`src/rtl/core/bsa_pkg.sv`:
```
// shared types, codes and helpers of the bitmap slot allocator
package bsa_pkg;

	localparam int WORD_BITS  = 32;
	localparam int BIDX_W     = 16;
	localparam int CNT_W      = 6;
	localparam int WIDX_W     = BIDX_W - $clog2(WORD_BITS);
	localparam int POS_W      = $clog2(WORD_BITS);
	localparam int FREE_W     = 10;
	localparam logic [WORD_BITS-1:0] FULL_WORD = '1;

	typedef enum logic [2:0] {
		OP_SET    = 3'd0,
		OP_UNSET  = 3'd1,
		OP_GET    = 3'd2,
		OP_SEARCH = 3'd3,
		OP_CLEAR  = 3'd4
	} op_t;

	typedef enum logic [1:0] {
		ST_OK     = 2'd0,
		ST_RANGE  = 2'd1,
		ST_NOFREE = 2'd2
	} status_t;

	typedef enum logic [2:0] {
		S_IDLE,
		S_DECODE,
		S_MODIFY,
		S_SEARCH,
		S_SWEEP
	} state_t;

	typedef struct packed {
		logic [2:0]        op;
		logic [BIDX_W-1:0] bit_index;
	} req_t;

	typedef struct packed {
		logic [1:0]        status;
		logic              bit_value;
		logic [FREE_W-1:0] free_index;
	} rsp_t;

	typedef struct packed {
		logic                 rd_en;
		logic [WIDX_W-1:0]    rd_addr;
		logic                 wr_en;
		logic [WIDX_W-1:0]    wr_addr;
		logic [WORD_BITS-1:0] wr_data;
	} mem_req_t;

	function automatic logic [POS_W-1:0] first_zero(logic [WORD_BITS-1:0] d);
		logic [POS_W-1:0] idx;
		idx = '0;
		for (int i = WORD_BITS - 1; i >= 0; i--) begin
			if (!d[i]) begin
				idx = POS_W'(i);
			end
		end
		return idx;
	endfunction

endpackage

```
`src/rtl/core/bitmap_slot_allocator_unit.sv`:
```
// bitmap slot allocator top level: sequencer, word memory and result register
//
//  channel  signals                      dir  transfer when
//  req      req_valid req_stall req      in   req_valid && !req_stall
//  rsp      rsp_valid rsp_stall rsp      out  rsp_valid && !rsp_stall
//  cfg      cfg_valid cfg_ready cfg_data in   cfg_valid && cfg_ready
//
//  set, unset, get: accept, memory read, then modify and write back; out of range answers at decode
//  search: reads words from the anchor in order until one holds a zero or words_in_use is reached
//  clear: every word in use is zeroed, one word zeroed per cycle through the write port
//  after reset the first min(32, MAX_WORDS) words are zeroed, one per cycle, before
//  req_stall drops; a count increase zeroes the new words the same way
//  a finished result waits in the rsp register; the next one holds until it is taken
module bitmap_slot_allocator_unit #(
	parameter int MAX_WORDS = 32
) (
	input  logic                       clk,
	input  logic                       arst_n,
	input  logic                       req_valid,
	output logic                       req_stall,
	input  bsa_pkg::req_t              req,
	output logic                       rsp_valid,
	input  logic                       rsp_stall,
	output bsa_pkg::rsp_t              rsp,
	input  logic                       cfg_valid,
	output logic                       cfg_ready,
	input  logic [bsa_pkg::CNT_W-1:0]  cfg_data
);
	import bsa_pkg::*;

	mem_req_t             mreq;
	logic [WORD_BITS-1:0] rdata;
	logic                 take;
	logic                 done;
	rsp_t                 result;
	logic                 rsp_valid_q;
	rsp_t                 rsp_q;

	assign take = !rsp_valid_q || !rsp_stall;

	bsa_word_mem #(
		.MAX_WORDS(MAX_WORDS)
	) u_mem (
		.clk   (clk),
		.mreq  (mreq),
		.rdata (rdata)
	);

	bsa_seq #(
		.MAX_WORDS(MAX_WORDS)
	) u_seq (
		.clk       (clk),
		.arst_n    (arst_n),
		.req_valid (req_valid),
		.req_stall (req_stall),
		.req       (req),
		.cfg_valid (cfg_valid),
		.cfg_ready (cfg_ready),
		.cfg_data  (cfg_data),
		.take      (take),
		.done      (done),
		.result    (result),
		.mreq      (mreq),
		.rdata     (rdata)
	);

	always_ff @(posedge clk or negedge arst_n) begin
		if (!arst_n) begin
			rsp_valid_q <= 1'b0;
		end else if (done) begin
			rsp_valid_q <= 1'b1;
		end else if (!rsp_stall) begin
			rsp_valid_q <= 1'b0;
		end
	end

	always_ff @(posedge clk) begin
		if (done) begin
			rsp_q <= result;
		end
	end

	assign rsp_valid = rsp_valid_q;
	assign rsp       = rsp_q;

endmodule

```
`src/rtl/core/bsa_word_mem.sv`:
```
// bitmap word memory, one write port and one registered read port
module bsa_word_mem #(
	parameter int MAX_WORDS = 32
) (
	input  logic                           clk,
	input  bsa_pkg::mem_req_t              mreq,
	output logic [bsa_pkg::WORD_BITS-1:0]  rdata
);
	import bsa_pkg::*;

	localparam int AW = (MAX_WORDS > 1) ? $clog2(MAX_WORDS) : 1;

	logic [WORD_BITS-1:0] mem_q [MAX_WORDS];
	logic [WORD_BITS-1:0] rdata_q;

	always_ff @(posedge clk) begin
		if (mreq.wr_en) begin
			mem_q[mreq.wr_addr[AW-1:0]] <= mreq.wr_data;
		end
	end

	always_ff @(posedge clk) begin
		if (mreq.rd_en) begin
			rdata_q <= mem_q[mreq.rd_addr[AW-1:0]];
		end
	end

	assign rdata = rdata_q;

endmodule

```
`src/rtl/core/bsa_seq.sv`:
```
// sequencer: op decode, read-modify-write, word scan, clearing sweeps, anchor and count
module bsa_seq #(
	parameter int MAX_WORDS = 32
) (
	input  logic                           clk,
	input  logic                           arst_n,
	input  logic                           req_valid,
	output logic                           req_stall,
	input  bsa_pkg::req_t                  req,
	input  logic                           cfg_valid,
	output logic                           cfg_ready,
	input  logic [bsa_pkg::CNT_W-1:0]      cfg_data,
	input  logic                           take,
	output logic                           done,
	output bsa_pkg::rsp_t                  result,
	output bsa_pkg::mem_req_t              mreq,
	input  logic [bsa_pkg::WORD_BITS-1:0]  rdata
);
	import bsa_pkg::*;

	localparam int CNT_MAX = (MAX_WORDS < 63) ? MAX_WORDS : 63;
	localparam int RST_CNT = (MAX_WORDS < 32) ? MAX_WORDS : 32;

	state_t             state_q, state_d;
	logic [2:0]         op_q, op_d;
	logic [BIDX_W-1:0]  bidx_q, bidx_d;
	logic [CNT_W-1:0]   count_q, count_d;
	logic [CNT_W-1:0]   anchor_q, anchor_d;
	logic [CNT_W-1:0]   ptr_q, ptr_d;
	logic [CNT_W-1:0]   hi_q, hi_d;
	logic               sweep_rsp_q, sweep_rsp_d;
	logic [CNT_W-1:0]   addr_s1, addr_s1_d;

	logic [WIDX_W-1:0]    widx;
	logic                 in_range;
	logic [WORD_BITS-1:0] mask;
	logic [WORD_BITS-1:0] new_word;
	logic [CNT_W-1:0]     cfg_cnt;

	assign widx     = bidx_q[BIDX_W-1:POS_W];
	assign in_range = widx < WIDX_W'(count_q);
	assign mask     = WORD_BITS'(1) << bidx_q[POS_W-1:0];
	assign cfg_cnt  = (cfg_data > CNT_W'(CNT_MAX)) ? CNT_W'(CNT_MAX) : cfg_data;

	always_ff @(posedge clk or negedge arst_n) begin
		if (!arst_n) begin
			state_q <= S_SWEEP;
		end else begin
			state_q <= state_d;
		end
	end

	always_ff @(posedge clk or negedge arst_n) begin
		if (!arst_n) begin
			count_q     <= CNT_W'(RST_CNT);
			anchor_q    <= '0;
			ptr_q       <= '0;
			hi_q        <= CNT_W'(RST_CNT);
			sweep_rsp_q <= 1'b0;
		end else begin
			count_q     <= count_d;
			anchor_q    <= anchor_d;
			ptr_q       <= ptr_d;
			hi_q        <= hi_d;
			sweep_rsp_q <= sweep_rsp_d;
		end
	end

	always_ff @(posedge clk) begin
		op_q    <= op_d;
		bidx_q  <= bidx_d;
		addr_s1 <= addr_s1_d;
	end

	always_comb begin
		state_d     = state_q;
		op_d        = op_q;
		bidx_d      = bidx_q;
		count_d     = count_q;
		anchor_d    = anchor_q;
		ptr_d       = ptr_q;
		hi_d        = hi_q;
		sweep_rsp_d = sweep_rsp_q;
		addr_s1_d   = addr_s1;
		req_stall   = 1'b1;
		cfg_ready   = 1'b0;
		done        = 1'b0;
		result      = '0;
		mreq        = '0;
		new_word    = '0;

		case (state_q)
			S_IDLE: begin
				cfg_ready = 1'b1;
				req_stall = cfg_valid;
				if (cfg_valid) begin
					count_d = cfg_cnt;
					if (cfg_cnt > count_q) begin
						ptr_d       = count_q;
						hi_d        = cfg_cnt;
						sweep_rsp_d = 1'b0;
						state_d     = S_SWEEP;
					end
				end else if (req_valid) begin
					op_d    = req.op;
					bidx_d  = req.bit_index;
					state_d = S_DECODE;
				end
			end
			S_DECODE: begin
				case (op_q)
					OP_SET, OP_UNSET, OP_GET: begin
						if (!in_range) begin
							if (take) begin
								done          = 1'b1;
								result.status = ST_RANGE;
								state_d       = S_IDLE;
							end
						end else begin
							mreq.rd_en   = 1'b1;
							mreq.rd_addr = widx;
							state_d      = S_MODIFY;
						end
					end
					OP_SEARCH: begin
						if (anchor_q < count_q) begin
							mreq.rd_en   = 1'b1;
							mreq.rd_addr = WIDX_W'(anchor_q);
							addr_s1_d    = anchor_q;
							ptr_d        = anchor_q + CNT_W'(1);
							state_d      = S_SEARCH;
						end else if (take) begin
							done          = 1'b1;
							result.status = ST_NOFREE;
							state_d       = S_IDLE;
						end
					end
					OP_CLEAR: begin
						ptr_d       = '0;
						hi_d        = count_q;
						sweep_rsp_d = 1'b1;
						state_d     = S_SWEEP;
					end
					default: begin
						if (take) begin
							done    = 1'b1;
							state_d = S_IDLE;
						end
					end
				endcase
			end
			S_MODIFY: begin
				if (take) begin
					done    = 1'b1;
					state_d = S_IDLE;
					case (op_q)
						OP_SET: begin
							new_word     = rdata | mask;
							mreq.wr_en   = 1'b1;
							mreq.wr_addr = widx;
							mreq.wr_data = new_word;
							if (widx == WIDX_W'(anchor_q) && new_word == FULL_WORD) begin
								anchor_d = anchor_q + CNT_W'(1);
							end
						end
						OP_UNSET: begin
							new_word     = rdata & ~mask;
							mreq.wr_en   = 1'b1;
							mreq.wr_addr = widx;
							mreq.wr_data = new_word;
							if (widx <= WIDX_W'(anchor_q)) begin
								anchor_d = widx[CNT_W-1:0];
							end
						end
						OP_GET: begin
							result.bit_value = |(rdata & mask);
						end
						default: begin
						end
					endcase
				end
			end
			S_SEARCH: begin
				if (rdata != FULL_WORD) begin
					if (take) begin
						done              = 1'b1;
						result.free_index = FREE_W'({addr_s1, first_zero(rdata)});
						anchor_d          = addr_s1;
						state_d           = S_IDLE;
					end
				end else if (ptr_q < count_q) begin
					mreq.rd_en   = 1'b1;
					mreq.rd_addr = WIDX_W'(ptr_q);
					addr_s1_d    = ptr_q;
					ptr_d        = ptr_q + CNT_W'(1);
				end else if (take) begin
					done          = 1'b1;
					result.status = ST_NOFREE;
					state_d       = S_IDLE;
				end
			end
			S_SWEEP: begin
				if (ptr_q < hi_q) begin
					mreq.wr_en   = 1'b1;
					mreq.wr_addr = WIDX_W'(ptr_q);
					mreq.wr_data = '0;
					ptr_d        = ptr_q + CNT_W'(1);
				end else if (!sweep_rsp_q) begin
					state_d = S_IDLE;
				end else if (take) begin
					done    = 1'b1;
					state_d = S_IDLE;
				end
			end
			default: begin
				state_d = S_IDLE;
			end
		endcase
	end

endmodule

```
`config.mk`:
```
export PLATFORM = sky130hd
export DESIGN_NAME = bitmap_slot_allocator_unit
export DESIGN_NICKNAME = d
export VERILOG_FILES = /design/src/rtl/core/bsa_pkg.sv /design/src/rtl/core/bitmap_slot_allocator_unit.sv /design/src/rtl/core/bsa_word_mem.sv /design/src/rtl/core/bsa_seq.sv
export SDC_FILE = /design/constraint.sdc
export NUM_CORES = 2
export LEC_CHECK = 0
export BUFFER_PORTS_ARGS = -buffer_cell sky130_fd_sc_hd__buf_2
export CAP_MARGIN = 0
export CORE_UTILIZATION = 60
export DETAILED_ROUTE_END_ITERATION = 8
export PLACE_DENSITY = 0.81
export SLEW_MARGIN = 5
export SYNTH_ARGS = -nofsm -noshare
export SYNTH_HDL_FRONTEND = slang
export SYNTH_SLANG_ARGS = --single-unit
```
`constraint.sdc`:
```
create_clock -name clk -period 12.7 [get_ports clk]
set_clock_uncertainty 0.05 [all_clocks]
set_input_delay 1.27 -clock clk [delete_from_list [all_inputs] [get_ports clk]]
set_output_delay 1.27 -clock clk [all_outputs]
set_load 0.02 [all_outputs]
```
==> out/metrics.cfg <==
[run_status]
status=finished with violations
violations=capacitance limit

[worst_setup_path]
critPathLaunchType=register
cpPeakStageDelay_ps=1210
cp.required_ps=13000
criticalPathCategory=register to register
arrival_ps=6790
path_cells=nand4_1, nor4_1, nand4_1, nor3_2, a221oi_4, nand3_1, buf_4, a21oi_1, or4_1, a2111oi_0, a221oi_1
path_common_cell=nand4_1
critical_path.max_fanout=21
slowest_stage=a2111oi_0
cp-end-kind=register

[sta]
fmax_mhz=154
finalCritPeriodShare_pct=51.1
slew_viol_final=0
maxSlewHeadroom_pct=2.50
tns_ps=0
worstMarginPinSlew_ps=1430
finalWorstSetupSlack_ps=6210
rsz0062_at_grt=false
hold_violations=0
finalSetupViolations=0
min_period_ps=6490

[synthesis]
ys_seq_area_share_pct=71.9
avgSynthCellArea_um2=13.4
synthFlopType=edfxtp_1
ys_warn_count=0
synth_cell_types=73
synthArstFlopShare_pct=2.58
postSynthCellCount=3496
ys_ff_latch=1123
synth_fp_nets=3560
synth_edf_count=1094
syn_area_um2=46700

[layout]
layout-drive-gt1-share_pct=11.8
final_cell_count_no_fill=4662
final_nets=3606
fillers=5056
areaGrowthSynthToFinish_pct=11.2
n_antenna_cell=0

[power]
peakVddDrop_mv=0.112
p_leak_nw=17.2
power_density_nw_per_um2=159

[clocking]
cts_resized=0
clk_latency_ps=700
max-clock-path-buffers=3
holdBufCountCts=0
clock-root-buffer=clkbuf_16
clock-sinks=1123
htree_levels=3
clk_pin_slew_ps=60
cts_tree=done
post_cts_buffers=0
cts_buffers=106

[run]
drv_cap=1

[place]
numPortBuffers=45
routabilityCongestion=0.988
dp_hpwl_um=74200
place_inst=4464
place_ws_ps=6360

[floorplan]
die_w_um=281
pin_count=46
num_rows=101
die_area_um2=79000
initial_core_util_pct=61.1
die_y_um=281
core_um2=76500

[global_route]
grt_pass1_wl_um=194000
grt_pass1_vias=30600
antenna_found_initial=2
grt_max_degree=93
grt.overflow.total=0
grt_use_total_pct=33.9

[routing]
drc_errors=0
drt_iter0_markers=4664
wl_per_cell_um=28.4
ant_nets=0
via_count=31100
routed_wl_um=132000
vias_per_cell=6.67
drtPass1Iterations=6

[hold_path]
hold_path.class=register to register

## registers in the layout, indices dropped and copies added (netlist names)
name / cells
rsp_valid: 1
u_seq.ptr_q: 6
u_seq.addr_s1: 6
u_mem.mem_q: 1024
u_seq.hi_q: 6
rsp: 13
u_seq.op_q: 3
u_seq.anchor_q: 6
u_seq.bidx_q: 16
u_mem.rdata: 32
u_seq.sweep_rsp_q: 1
u_seq.state_q: 3
u_seq.count_q: 6
## cell families (layout without fill, tap and decap cells)
group	Yosys count	after routing	synth area share, %
xor gates and xnor gates	7	7	0.131
muxes	173	173	3.76
AOI/OAI and AO/OA	504	504	7.29
DFF	1123	1123	71.9
buffers and inverters	241	377	2.37
and+or+nand+nor	1414	1414	13.7
adders and majority gates	34	34	0.910
## cell usage after synthesis, types with 18 or more instances
library cell	number	share of area [%]
nor2_1	99	0.80
nand2_1	774	6.2
and2_1	18	0.24
ha_1	34	0.91
or3_1	19	0.25
nand4_1	78	1.0
edfxtp_1	1094	70
o22ai_1	60	0.80
clkbuf_1	117	0.94
buf_4	28	0.45
a21oi_1	151	1.6
buf_2	53	0.57
o21ai_0	96	1.0
nor3_1	22	0.24
nand3_1	298	3.2
a221oi_1	30	0.56
a31oi_1	18	0.24
a211oi_1	24	0.39
dfrtp_1	26	1.4
mux2i_1	169	3.6
inv_1	33	0.27
## stage by stage
| stage | cell area [um^2] | power (mW) | util [%] | hold slack, ps |
|---|---|---|---|---|
| final | 51900 | 8.27 | 67.9 | 443 |
| after floorplan | 46700 | 4.90 | - | 401 |
| after global placement | 48500 | 5.24 | 63.5 | 418 |
| after CTS | 51900 | 8.28 | 67.9 | 455 |
| after detailed placement | 48600 | 5.25 | 63.5 | 446 |
| after global routing | 51900 | 8.50 | 67.9 | 496 |
## layout by cell type, fill, tap and decap left out, drive strengths merged, types with 12 or more instances in the layout
cell type	netlist	routed
and3	16	16
buf	91	146
nand2	774	774
a2111oi	20	20
a31oi	18	18
a21oi	159	159
nor2	99	99
nor4	18	18
a21o	15	15
nor3	23	23
or3	19	19
o21ai	96	96
ha	34	34
inv	33	40
a211oi	24	24
or4	15	15
nand4	78	78
edfxtp	1094	1094
dfrtp	26	26
a22oi	12	12
nand2b	16	16
clkbuf	117	130
and2	22	22
o211ai	12	12
mux2i	169	169
clkinv	0	49
o22ai	60	60
a221oi	39	39
nand3	301	301
## routing by layer
layer / vias up / GRT usage (%) / share of wire [%]
met3: 444 / 4.94 / 10
met1: 15200 / 44.8 / 37
met2: 2231 / 52.8 / 46
met4: 4 / 22.4 / 6.6
li1: 13200 / - / -
met5: - / 0 / 0.020
## area by class of cell
type	count	area, um^2	area share (%)
Sequential cell	1123	33600	64.6
Multi-Input combinational cell	2132	12600	24.3
Clock buffer	130	2760	5.32
Tap cell	1030	1290	2.48
Timing Repair Buffer	146	983	1.89
Clock inverter	68	606	1.17
Inverter	33	124	0.238
## where the power goes
group	leakage, nW	internal (mW)	switching [mW]
logic	5.99	0.292	0.585
clock network	1.64	1.72	1.35
registers	9.57	4.19	0.130
total	17.2	6.20	2.07
## final timing paths
path,endpoint,cells past startpoint,slack (ps),start
worst max-delay path,u_mem.rdata[25],11,6210,u_mem.rdata[25]
worst min-delay path,u_seq.hi_q[5],2,440,u_seq.hi_q[5]
worst max register to register,u_mem.rdata[25],11,6210,u_mem.rdata[25]
worst min register to register,u_seq.hi_q[5],2,440,u_seq.hi_q[5]
max in group asynchronous,u_seq.hi_q[3],1,11520,arst_n
min in group asynchronous,u_seq.anchor_q[3],1,580,arst_n
## critical path: cells and delay by family, from the launching register on
kind | cells | cell delay [ps]
AND/OR/NAND/NOR | 6 | 3230
AO/OA/AOI/OAI | 4 | 1740
flip-flops | 1 | 650
buffers and inverters | 1 | 470
Note: power is estimated with default switching activity, not from simulation.
